===== src/tree_node_distance_core_macros.svh =====
// Assertion macros shared by the tree node distance RTL.
`ifndef TREE_NODE_DISTANCE_CORE_MACROS_SVH
`define TREE_NODE_DISTANCE_CORE_MACROS_SVH

// Same-cycle implication, checked on clk_i and disabled during reset.
`define TND_ASSERT(lbl, ante, cons) \
  lbl: assert property (@(posedge clk_i) disable iff (!rst_ni) (ante) |-> (cons)) \
    else $error("tree node distance assertion failed");

// Next-cycle implication, checked on clk_i and disabled during reset.
`define TND_ASSERT_NEXT(lbl, ante, cons) \
  lbl: assert property (@(posedge clk_i) disable iff (!rst_ni) (ante) |=> (cons)) \
    else $error("tree node distance assertion failed");

`endif


===== src/tnd_pkg.sv =====
// Shared types and constants of the tree node distance core.
package tnd_pkg;

  localparam int unsigned NODE_W     = 5;
  localparam int unsigned DIST_W     = 6;
  localparam int unsigned CNT_W      = 6;
  localparam int unsigned NODE_SPAN  = 32;
  localparam int unsigned PADDR_W    = 3;
  localparam int unsigned PDATA_W    = 32;

  localparam logic [CNT_W-1:0] NODE_COUNT_RST = 6'd32;

  localparam logic [0:0] REG_NODE_COUNT = 1'b0;

  localparam logic OP_LINK  = 1'b0;
  localparam logic OP_QUERY = 1'b1;

  typedef enum logic [2:0] {
    ST_IDLE,
    ST_WALK1,
    ST_WALK2,
    ST_MRD,
    ST_DONE
  } state_e;

endpackage


===== src/tnd_in_if.sv =====
// Input channel carrying link and query items.
interface tnd_in_if;
  logic                       valid;
  logic                       ready;
  logic                       operation;
  logic [tnd_pkg::NODE_W-1:0] first_node;
  logic [tnd_pkg::NODE_W-1:0] second_node;

  modport source (output valid, output operation, output first_node, output second_node,
                  input ready);
  modport sink   (input valid, input operation, input first_node, input second_node,
                  output ready);
endinterface


===== src/tnd_out_if.sv =====
// Output channel carrying distance results.
interface tnd_out_if;
  logic                       valid;
  logic                       ready;
  logic [tnd_pkg::DIST_W-1:0] distance;
  logic                       found;

  modport source (output valid, output distance, output found, input ready);
  modport sink   (input valid, input distance, input found, output ready);
endinterface


===== src/tree_node_distance_core.sv =====
// Tree node distance core: parent table memory with lowest common ancestor walks.
// A link transfer gives no result and leaves the input ready; a query holds the input until done.
// A query result follows the parent reads of its two walks, each at most NODES + 1 reads,
// one a cycle. The next transfer can be taken in the cycle after the result is loaded;
// output stalls delay the load. Reset clears the parent valid bits and the mark bits and
// sets node_count to 32.
`include "tree_node_distance_core_macros.svh"

module tree_node_distance_core #(
  parameter int unsigned NODES = 32
) (
  input  logic                          clk_i,
  input  logic                          rst_ni,
  input  logic                          psel,
  input  logic                          penable,
  input  logic                          pwrite,
  input  logic [tnd_pkg::PADDR_W-1:0]   paddr,
  input  logic [tnd_pkg::PDATA_W-1:0]   pwdata,
  output logic [tnd_pkg::PDATA_W-1:0]   prdata,
  output logic                          pready,
  tnd_in_if.sink                        in_i,
  tnd_out_if.source                     out_o
);

  localparam int unsigned DEPTH  = (NODES < tnd_pkg::NODE_SPAN) ? NODES : tnd_pkg::NODE_SPAN;
  localparam int unsigned IDX_W  = $clog2(DEPTH);
  localparam int unsigned STEP_W = $clog2(NODES + 1);
  localparam int unsigned CNT_W  = tnd_pkg::CNT_W;
  localparam int unsigned DIST_W = tnd_pkg::DIST_W;

  tnd_pkg::state_e state_q, state_d;

  logic [CNT_W-1:0]  node_count_q;
  logic [CNT_W-1:0]  cnt;
  logic [IDX_W-1:0]  x_q, x_d;
  logic [IDX_W-1:0]  b_q, b_d;
  logic [STEP_W-1:0] d_q, d_d;
  logic [DIST_W-1:0] res_dist_q, res_dist_d;
  logic              res_found_q, res_found_d;
  logic [DEPTH-1:0]  has_par_q;
  logic [DEPTH-1:0]  marked_q;

  logic [IDX_W-1:0]  parent_mem [DEPTH];
  logic [IDX_W-1:0]  par_rdata_q;
  logic [DIST_W-1:0] mark_mem [DEPTH];
  logic [DIST_W-1:0] mark_rdata_q;

  logic              out_valid_q;
  logic [DIST_W-1:0] out_dist_q;
  logic              out_found_q;

  logic              in_acc;
  logic              a_ok;
  logic              b_ok;
  logic              link_we;
  logic              up_ok;
  logic              step_max;
  logic              out_free;
  logic              cfg_we;
  logic [IDX_W-1:0]  rd_addr;
  logic              mark_we;
  logic              mark_clr;
  logic              load_out;
  logic              in_walk;

  assign pready = 1'b1;
  assign cfg_we = psel && penable && pwrite && (paddr[2] == tnd_pkg::REG_NODE_COUNT);
  assign prdata = (paddr[2] == tnd_pkg::REG_NODE_COUNT) ?
                  tnd_pkg::PDATA_W'(node_count_q) : '0;

  assign cnt = (node_count_q < CNT_W'(DEPTH)) ? node_count_q : CNT_W'(DEPTH);

  assign in_i.ready = (state_q == tnd_pkg::ST_IDLE);
  assign in_acc     = in_i.valid && in_i.ready;
  assign a_ok       = (CNT_W'(in_i.first_node) < cnt);
  assign b_ok       = (CNT_W'(in_i.second_node) < cnt);
  assign link_we    = in_acc && (in_i.operation == tnd_pkg::OP_LINK) && a_ok && b_ok;

  assign up_ok    = has_par_q[x_q] && (CNT_W'(par_rdata_q) < cnt);
  assign step_max = (d_q >= STEP_W'(NODES));
  assign out_free = !out_valid_q || out_o.ready;
  assign in_walk  = (state_q == tnd_pkg::ST_WALK1) || (state_q == tnd_pkg::ST_WALK2);

  assign out_o.valid    = out_valid_q;
  assign out_o.distance = out_dist_q;
  assign out_o.found    = out_found_q;

  always_ff @(posedge clk_i or negedge rst_ni) begin
    if (!rst_ni) begin
      state_q      <= tnd_pkg::ST_IDLE;
      node_count_q <= tnd_pkg::NODE_COUNT_RST;
      has_par_q    <= '0;
      marked_q     <= '0;
      out_valid_q  <= 1'b0;
    end else begin
      state_q <= state_d;
      if (cfg_we) begin
        node_count_q <= pwdata[CNT_W-1:0];
      end
      if (link_we) begin
        has_par_q[IDX_W'(in_i.second_node)] <= 1'b1;
      end
      if (mark_clr) begin
        marked_q <= '0;
      end else if (mark_we) begin
        marked_q[x_q] <= 1'b1;
      end
      if (load_out) begin
        out_valid_q <= 1'b1;
      end else if (out_o.ready) begin
        out_valid_q <= 1'b0;
      end
    end
  end

  always_ff @(posedge clk_i) begin
    x_q         <= x_d;
    b_q         <= b_d;
    d_q         <= d_d;
    res_dist_q  <= res_dist_d;
    res_found_q <= res_found_d;
    if (load_out) begin
      out_dist_q  <= res_dist_q;
      out_found_q <= res_found_q;
    end
  end

  always_ff @(posedge clk_i) begin
    if (link_we) begin
      parent_mem[IDX_W'(in_i.second_node)] <= IDX_W'(in_i.first_node);
    end
    par_rdata_q <= parent_mem[rd_addr];
  end

  always_ff @(posedge clk_i) begin
    if (mark_we) begin
      mark_mem[x_q] <= DIST_W'(d_q);
    end
    mark_rdata_q <= mark_mem[x_q];
  end

  always_comb begin
    state_d     = state_q;
    x_d         = x_q;
    b_d         = b_q;
    d_d         = d_q;
    res_dist_d  = res_dist_q;
    res_found_d = res_found_q;
    rd_addr     = x_q;
    mark_we     = 1'b0;
    mark_clr    = 1'b0;
    load_out    = 1'b0;
    unique case (state_q)
      tnd_pkg::ST_IDLE: begin
        rd_addr = IDX_W'(in_i.first_node);
        if (in_acc && (in_i.operation == tnd_pkg::OP_QUERY)) begin
          res_dist_d  = '0;
          res_found_d = 1'b0;
          if (a_ok && b_ok) begin
            x_d      = IDX_W'(in_i.first_node);
            b_d      = IDX_W'(in_i.second_node);
            d_d      = '0;
            mark_clr = 1'b1;
            state_d  = tnd_pkg::ST_WALK1;
          end else begin
            state_d = tnd_pkg::ST_DONE;
          end
        end
      end
      tnd_pkg::ST_WALK1: begin
        mark_we = !marked_q[x_q];
        if (!up_ok) begin
          x_d     = b_q;
          d_d     = '0;
          rd_addr = b_q;
          state_d = tnd_pkg::ST_WALK2;
        end else if (step_max) begin
          state_d = tnd_pkg::ST_DONE;
        end else begin
          x_d     = par_rdata_q;
          rd_addr = par_rdata_q;
          d_d     = d_q + 1'b1;
        end
      end
      tnd_pkg::ST_WALK2: begin
        if (marked_q[x_q]) begin
          state_d = tnd_pkg::ST_MRD;
        end else if (!up_ok || step_max) begin
          state_d = tnd_pkg::ST_DONE;
        end else begin
          x_d     = par_rdata_q;
          rd_addr = par_rdata_q;
          d_d     = d_q + 1'b1;
        end
      end
      tnd_pkg::ST_MRD: begin
        res_dist_d  = DIST_W'(d_q) + mark_rdata_q;
        res_found_d = 1'b1;
        state_d     = tnd_pkg::ST_DONE;
      end
      tnd_pkg::ST_DONE: begin
        if (out_free) begin
          load_out = 1'b1;
          state_d  = tnd_pkg::ST_IDLE;
        end
      end
      default: begin
        state_d = tnd_pkg::ST_IDLE;
      end
    endcase
  end

  `TND_ASSERT(a_mark_read_hits, state_q == tnd_pkg::ST_MRD, marked_q[x_q])
  `TND_ASSERT(a_step_bound, in_walk, d_q <= STEP_W'(NODES))
  `TND_ASSERT(a_result_from_done, $rose(out_valid_q), $past(state_q) == tnd_pkg::ST_DONE)
  `TND_ASSERT_NEXT(a_marks_cleared, mark_clr, marked_q == '0)

endmodule

===== src/flat_wrapper.sv =====
// flat-port wrapper written by rule: the top's interface ports become plain ports
module tree_node_distance_core_flat 
#(
  parameter int unsigned NODES = 32
)
  (clk_i, rst_ni, psel, penable, pwrite, paddr, pwdata, prdata, pready, in_i_valid, in_i_operation, in_i_first_node, in_i_second_node, in_i_ready, out_o_valid, out_o_distance, out_o_found, out_o_ready);
  tnd_in_if in_i_i ();
  tnd_out_if out_o_i ();
  input  logic clk_i;
  input  logic rst_ni;
  input  logic psel;
  input  logic penable;
  input  logic pwrite;
  input  logic [tnd_pkg::PADDR_W-1:0] paddr;
  input  logic [tnd_pkg::PDATA_W-1:0] pwdata;
  output logic [tnd_pkg::PDATA_W-1:0] prdata;
  output logic pready;
  input wire logic [$bits(in_i_i.valid)-1:0] in_i_valid;
  input wire logic [$bits(in_i_i.operation)-1:0] in_i_operation;
  input wire logic [$bits(in_i_i.first_node)-1:0] in_i_first_node;
  input wire logic [$bits(in_i_i.second_node)-1:0] in_i_second_node;
  output wire logic [$bits(in_i_i.ready)-1:0] in_i_ready;
  output wire logic [$bits(out_o_i.valid)-1:0] out_o_valid;
  output wire logic [$bits(out_o_i.distance)-1:0] out_o_distance;
  output wire logic [$bits(out_o_i.found)-1:0] out_o_found;
  input wire logic [$bits(out_o_i.ready)-1:0] out_o_ready;
  assign in_i_i.valid = in_i_valid;
  assign in_i_i.operation = in_i_operation;
  assign in_i_i.first_node = in_i_first_node;
  assign in_i_i.second_node = in_i_second_node;
  assign in_i_ready = in_i_i.ready;
  assign out_o_valid = out_o_i.valid;
  assign out_o_distance = out_o_i.distance;
  assign out_o_found = out_o_i.found;
  assign out_o_i.ready = out_o_ready;
  tree_node_distance_core #(.NODES(NODES)) u_core (.clk_i(clk_i), .rst_ni(rst_ni), .psel(psel), .penable(penable), .pwrite(pwrite), .paddr(paddr), .pwdata(pwdata), .prdata(prdata), .pready(pready), .in_i(in_i_i), .out_o(out_o_i));
endmodule

===== config.mk =====
export PLATFORM = sky130hd
export DESIGN_NAME = tree_node_distance_core_flat
export DESIGN_NICKNAME = d
export VERILOG_FILES = /design/src/tnd_pkg.sv /design/src/tnd_in_if.sv /design/src/tnd_out_if.sv /design/src/tree_node_distance_core.sv /design/src/flat_wrapper.sv
export VERILOG_INCLUDE_DIRS = /design/src /design/src/src
export SDC_FILE = /design/constraint.sdc
export NUM_CORES = 1
export LEC_CHECK = 0
export BUFFER_PORTS_ARGS = -buffer_cell sky130_fd_sc_hd__buf_2
export CAP_MARGIN = 40
export CORE_MARGIN = 2
export CORE_UTILIZATION = 55
export CTS_CLUSTER_DIAMETER = 30
export DETAILED_ROUTE_END_ITERATION = 8
export PLACE_DENSITY = 0.72
export SETUP_SLACK_MARGIN = 0.4
export SLEW_MARGIN = 30
export SYNTH_ARGS = -nofsm -noshare
export SYNTH_HDL_FRONTEND = slang
export SYNTH_SLANG_ARGS = --single-unit

===== constraint.sdc =====
create_clock -name clk_i -period 9.5 [get_ports clk_i]
set_input_delay 0 -clock clk_i [delete_from_list [all_inputs] [get_ports clk_i]]
set_output_delay 0 -clock clk_i [all_outputs]
set_load 0.03 [all_outputs]

==> out/results.ini, run 1 <==
[outcome]
status=finished clean

[min_path]
min_from=in_i_operation
hp-class=primary input to register

[synthesis]
synth_top_family_by_area=simple AND/OR/NAND/NOR gates
seq_area_frac_synth_pct=68.6
synthFlopType=edfxtp_1
yosysWarnings=0
synth_edf_count=382
muxShareOfSynthArea_pct=8.76
synthXorXnorAreaFrac_pct=0.399
syn-instance-count=1351
synth-compound-area-share_pct=7.38
yosys.area_share.simple_pct=10.5
synth.avg_cell_area_um2=14.6
synth-async-reset-ratio_pct=15.8
netlist_area_mm2=0.0197
ys_types=73
synthAdderAreaFrac_pct=1.31
synth_seq_cells=467

[detailed_routing]
vias=12300
drtIter0Drc=1310
totalWireLength_um=46700
post_drt_via_cell_ratio=6.16
dr.pass1.iters=5
detail-route-antenna-nets=0
avgRoutedWirePerCell_um=23.4
drc=0

[setup_path]
r2r-start=u_core.node_count_q[5]
start_kind=register
critPathKind=register to register
startpoint=u_core.node_count_q[5]
path_max_fanout=31
endpoint_kind=register
timing.critical_path.required_ps=9980
worstPathArrival_ps=5850

[power]
ir_worst_vdd_mv=0.203
leakage_uw=0.00858
power_density_mw_per_mm2=348

[placed_design]
place_congestion=0.905
dpl.hpwl_um=28800
place_area_mm2=0.0203
port_buffers=39

[cells_and_area]
final_nets=1537
fin_area_mm2=0.0236
nFillCells=2368
syn2layout_area_growth_pct=19.3
diodes=0
layout_commonest_cell=edfxtp_1
multiInputGateArea_mm2=0.00571
mostFrequentLayoutCells=edfxtp_1, nor2_1, nand2_1
drive_above_1_share_pct=22.2
final-seq-area_mm2=0.0135

[timing]
skew_ps=25.9
tightest_slew_ps=865
hold_violations=0
finalCritPeriodShare_pct=56.5
drv_slew=0
setup_tns_ps=0
fmax_mhz=186
rsz0062_at_grt=no
setup_viol=0
layout_min_cycle_time_ps=5370
slew_headroom_pct=42.4

[global_route]
antenna_found_initial=1
track_usage_pct=25.2
grt_pass1_vias=12200
grt_max_degree=82
grt_pass1_wl_um=71900
overflow=0

[clock_network]
htree_levels=3
clockRootBuffer=clkbuf_16
clock_path_buffers=3
cts-hold-fix-buffers=27
cts_tree=yes
cts_setup_buffers=0
cts-buffers-inserted=85
cts.sinks=467
cts.clk_slew.worst_paths_ps=50
worstSkewPairLatency_ps=610
cts_resized=0

[die]
placementRows=69
start_util_pct=55.7
die-height_um=193
ios=95
core_mm2=0.0355
fp.dieW_um=193
design.die.area_mm2=0.0374

[run]
drv_cap=0

==> worst paths after layout <==
check	endpoint	slack [ps]	depth (start not counted)
worst min register to register	u_core.out_o.distance[2]	420	0
worst min-delay path	u_core.res_dist_q[5]	50	3
worst max-delay path	u_core.par_rdata_q[2]	4130	14
min in group asynchronous	u_core.marked_q[15]	480	4
max in group asynchronous	u_core.node_count_q[5]	8700	4
worst max register to register	u_core.par_rdata_q[2]	4130	14
==> routing by layer <==
layer,vias to the layer above,wire [um],GRT usage (%)
met3,90,4470,6.61
met2,618,21400,37.4
li1,5382,-,-
met1,6190,19800,36.2
met5,-,13,0
met4,2,1100,9.13
==> stage by stage <==
stage / total power, uW / worst slack (ps) / std cells / hold WS, ps / utilization (%)
floorplan: 4420 / 5820 / 1376 / -296 / -
global placement: 4990 / 3900 / 1797 / 217 / 57.0
detailed placement: 5100 / 4110 / 1806 / -4.57 / 57.3
CTS: 8170 / 4070 / 1990 / 22.2 / 66.3
global route: 8530 / 3780 / 1995 / 65.1 / 66.4
finish: 8200 / 4130 / 1995 / 46.0 / 66.4
==> flip-flops by register name, indices dropped and copies added (netlist names), 3 cells and up <==
name / count
u_core.res_dist_q: 6
u_core.out_o.distance: 6
u_core.has_par_q: 32
u_core.state_q: 3
u_core.node_count_q: 6
u_core.b_q: 5
u_core.mark_rdata_q: 6
u_core.parent_mem: 160
u_core.marked_q: 32
u_core.d_q: 6
u_core.mark_mem: 192
u_core.x_q: 5
u_core.par_rdata_q: 5
==> worst max-delay path, cell delays in order, from the launching register on <==
cell      delay (ps)
dfstp_2          620
inv_1            160
nand2_1          180
ha_1             280
a21o_1           190
a21oi_1          180
o22a_1           390
nand2b_1         260
nor4_4           600
mux2i_1          600
nand2_2          560
nor4_1           700
a22oi_1          260
nand4b_1         200
nor4_2            50
==> synthesized netlist by cell type (all sizes together), types with 8 or more instances <==
cell type  number  area share [%]
ha             19             1.2
nand4          19            0.60
mux4           54             6.2
nor2b          16            0.51
nor4           11            0.65
o22ai          13            0.41
nor2          150             2.9
a21oi          48             1.2
buf            62             2.1
edfxtp        382              58
dfrtp          73             9.3
mux2           16            0.93
a22oi          30             1.1
nor3           12            0.36
mux2i          33             1.7
inv            14            0.27
or2            37             1.2
o21ai          38            0.98
a21o            8            0.30
a32oi          26             1.2
dfxtp          11             1.1
clkbuf         32            0.61
o21a           10            0.38
nand3          40             1.0
nand2         105             2.0
==> report_power, final <==
part	leakage, uW	switching (uW)	internal (uW)
clock network	0.00140	1050	1980
registers	0.00453	157	2540
logic	0.00265	1580	891
==> logic make-up after synthesis <==
logic type / after synthesis
AO/OA/AOI/OAI: 214
XOR/XNOR: 9
adder cells (fa/ha/maj): 20
flip-flops: 467
multiplexers: 103
other: 2
AND/OR/NAND/NOR: 427
buffers and inverters: 109
==> layout make-up <==
cell class                      count  area share (%)
Inverter                           15           0.239
Timing Repair Buffer               95            3.22
Tap cell                          461            2.45
Sequential cell                   467            57.5
Clock inverter                     64            3.11
Clock buffer                       93            9.29
Multi-Input combinational cell    800            24.2
Note: power is estimated with default switching activity, not from simulation.
==> inputs of run 2 (changes only) <==
--- a/config.mk
+++ b/config.mk
@@ -6,6 +6,7 @@
 export SDC_FILE = /design/constraint.sdc
 export NUM_CORES = 1
 export LEC_CHECK = 0
+export ABC_AREA = 1
 export BUFFER_PORTS_ARGS = -buffer_cell sky130_fd_sc_hd__buf_2
 export CAP_MARGIN = 40
 export CORE_MARGIN = 2
==> constraint.sdc (replaced) <==
create_clock -name clk_i -period 5.38 [get_ports clk_i]
set_input_delay 0 -clock clk_i [delete_from_list [all_inputs] [get_ports clk_i]]
set_output_delay 0 -clock clk_i [all_outputs]
set_load 0.03 [all_outputs]
==> run 2 against run 1 <==
The flow now finishes with violations (design-rule violations). Setup slack worse by 2900 ps. Synthesized cell count up 32%. Non-clock buffer count down 6. Clock-buffer cell count rose by 21. Core utilization is essentially flat. Clock skew down 0.63 ps. Combinational power grew 110%. Critical endpoint is now u_core.par_rdata_q[3]. Largest cell class unchanged.
==> out/results.ini, run 2 <==
[detailed_routing]
totalWireLength_um=48900
drtIter0Drc=1248
drc=3
vias=13900
avgRoutedWirePerCell_um=20.2
detail-route-antenna-nets=0
dr.pass1.iters=9
post_drt_via_cell_ratio=5.76

[setup_path]
endpoint_kind=register
r2r-start=u_core.x_q[1]
cpPeakStageDelay_ps=570
path_buf_inv=5
cp_top_family=simple AND/OR/NAND/NOR gates
crit_chain=buf_8 > nand2_1 > inv_2 > nand2_1 > nand4_1 > nand2_1 > nand2_1 > nor2_2 > nand2_2 > nor2_4 > inv_1 > o211ai_1 > nand2_1 > inv_1 > nand2_1 > inv_1 > nand3_1 > nand3_1 > nand2_1 > nand2_1 > nand2_1
cp_slowest_cell=edfxtp_1
path_max_fanout=39
startpoint=u_core.x_q[1]
cpMostUsedCell=nand2_1
critPathKind=register to register
timing.critical_path.required_ps=5860
start_kind=register
worstPathArrival_ps=4580

[timing]
fmax_mhz=244
layout_setup_ws_ps=1280
skew_ps=25.2
rsz0062_at_grt=no
hold_ws_ps=18.2
slew_headroom_pct=42.7
setup_tns_ps=0
setup_viol=0
drv_slew=0
tightest_slew_ps=853
hold_violations=0
finalCritPeriodShare_pct=76.3
layout_min_cycle_time_ps=4100

[clock_network]
cts.clk_slew.worst_paths_ps=50
clockRootBuffer=clkbuf_16
cts-buffers-inserted=87
worstSkewPairLatency_ps=600
clock_path_buffers=3
htree_levels=3
cts_tree=yes
cts.sinks=467

[global_route]
overflow=0
track_usage_pct=26.4
grt_max_degree=75
met2_usage_pct=43.9
grt_busiest_layer=met2
grt_pass1_vias=13900
groute.layer.met3.usage_pct=4.20
grt_use_met1_pct=34.6
grt_pass1_wl_um=76800
antenna_found_initial=0

[power]
combPwrFrac_pct=34.1
power_density_mw_per_mm2=648
pwr-share-clk_pct=35.0
power.switching_uw=5760
power.share.switching_pct=37.6
intPower_uw=9570
leakage_uw=0.00954
p_seq_share_pct=30.9
ir_worst_vdd_mv=0.591

[placed_design]
port_buffers=39
pre_cts_ws_ps=1370
dpl.hpwl_um=29300
place_congestion=0.855
place_inst=2229

[synthesis]
synth.avg_cell_area_um2=11.2
synth_edf_count=382
seq_area_frac_synth_pct=68.0
synthFlopType=edfxtp_1
netlist_area_mm2=0.0199
synth-async-reset-ratio_pct=15.8
ys_types=42
synth_seq_cells=467
synthTopCellsByArea=edfxtp_1, dfrtp_1, nand2_1
synth_top_area_share_pct=57.6
synth.most_common_cell=edfxtp_1
synthTopCellsByCount=edfxtp_1, nand2_1, nor2_1, nand3_1, inv_1
yosysTopAreaCell=edfxtp_1
syn-instance-count=1779
yosysWarnings=0

[min_path]
hp-class=primary input to async pin

[outcome]
violations=design-rule violations
status=complete, but fails checks

[cells_and_area]
drive_above_1_share_pct=13.2
nFillCells=2506
final_nets=1953
layout_commonest_cell=edfxtp_1
mostFrequentLayoutCells=edfxtp_1, nand2_1, nor2_1
reg_top3=u_core.mark_mem x192, u_core.parent_mem x160
top_register=u_core.mark_mem
syn2layout_area_growth_pct=18.8
stdcell_count=2416
diodes=0
largest_reg_flops=192

[run]
drv_cap=0

[die]
ios=95
design.die.area_mm2=0.0378
start_util_pct=55.9
placementRows=69
fp.dieW_um=194
core_mm2=0.0357
die-height_um=194

==> run 2: changes by cell type in the layout (fill, tap and decap cells not counted), moves of 16 or more <==
cell | before | now
nand3b_1 | 4 | 20
mux2i_1 | 33 | 0
nor2b_1 | 16 | 0
a32oi_1 | 26 | 0
a22oi_1 | 30 | 98
nor2_1 | 149 | 186
inv_1 | 14 | 144
mux4_2 | 54 | 0
a21oi_1 | 48 | 71
nand2_1 | 103 | 352
nand3_1 | 40 | 178
==> run 2: cell type report <==
| cell class | count | area (um^2) | area share, % |
|---|---|---|---|
| sequential | 467 | 13500 | 57.2 |
| multi-input combinational | 1074 | 5300 | 22.4 |
| clock buffer | 114 | 2370 | 10.0 |
| timing repair buffer | 89 | 704 | 2.97 |
| inverter | 161 | 607 | 2.56 |
| clock inverter | 50 | 578 | 2.44 |
| tap | 461 | 577 | 2.44 |
==> run 2: kinds of logic (layout without fill, tap and decap cells) <==
family / after synthesis / in the layout / synth area share (%)
AO/OA/AOI/OAI: 207 / 207 / 6.61
XOR/XNOR: 5 / 5 / 0.220
adder cells (fa/ha/maj): 20 / 20 / 1.29
buffers and inverters: 263 / 414 / 6.03
flip-flops: 467 / 467 / 68.0
other: 2 / 27 / 0.0377
AND/OR/NAND/NOR: 815 / 815 / 17.8
==> run 2: timing repair <==
| action | CTS | global route |
|---|---|---|
| endpoints found under the hold margin | 155 | 0 |
| hold buffers | 22 | 0 |
| setup buffers | 0 | 0 |
| gates resized for setup | 0 | 0 |
==> run 2: through the flow <==
step / utilization (%) / power [uW] / area [um^2]
5_1_grt: 66.4 / 16100 / 23700
3_3_place_gp: 57.2 / 9670 / 20400
2_1_floorplan: - / 8300 / 20000
3_5_place_dp: 57.5 / 9860 / 20500
6_report: 66.4 / 15300 / 23700
4_1_cts: 66.4 / 15300 / 23700
==> run 2: path summary, 6_finish.rpt <==
path | to | slack [ps] | depth (start not counted)
worst max-delay path | u_core.par_rdata_q[3] | 1280 | 21
worst min-delay path | u_core.node_count_q[1] | 20 | 2
worst max register to register | u_core.par_rdata_q[3] | 1280 | 21
worst min register to register | u_core.out_o.distance[0] | 410 | 0
max in group asynchronous | u_core.marked_q[3] | 4820 | 2
min in group clk_i | u_core.parent_mem[19][0] | 40 | 1
==> run 2: per-layer routing <==
layer  vias up  share of wire, %
met5         -                 0
met3       119               8.2
li1       6342                 -
met4         0               3.2
met2       745                49
met1      6709                39
==> run 2: power groups by stage <==
stage / clock network, uW / logic, uW / registers [uW]
CTS: 5390 / 5160 / 4730
detailed placement: 0 / 5080 / 4790
global placement: 0 / 4880 / 4790
finish: 5360 / 5240 / 4730
global route: 5570 / 5730 / 4760
floorplan: 0 / 3440 / 4860
==> run 2: worst register-to-register path, cell delays in order, from the launching register on <==
cell,delay (ps)
edfxtp_1,570
buf_8,240
nand2_1,100
inv_2,320
nand2_1,180
nand4_1,150
nand2_1,90
nand2_1,100
nor2_2,260
nand2_2,150
nor2_4,190
inv_1,100
o211ai_1,160
nand2_1,70
inv_1,70
nand2_1,80
inv_1,570
nand3_1,220
nand3_1,120
nand2_1,100
nand2_1,80
nand2_1,50
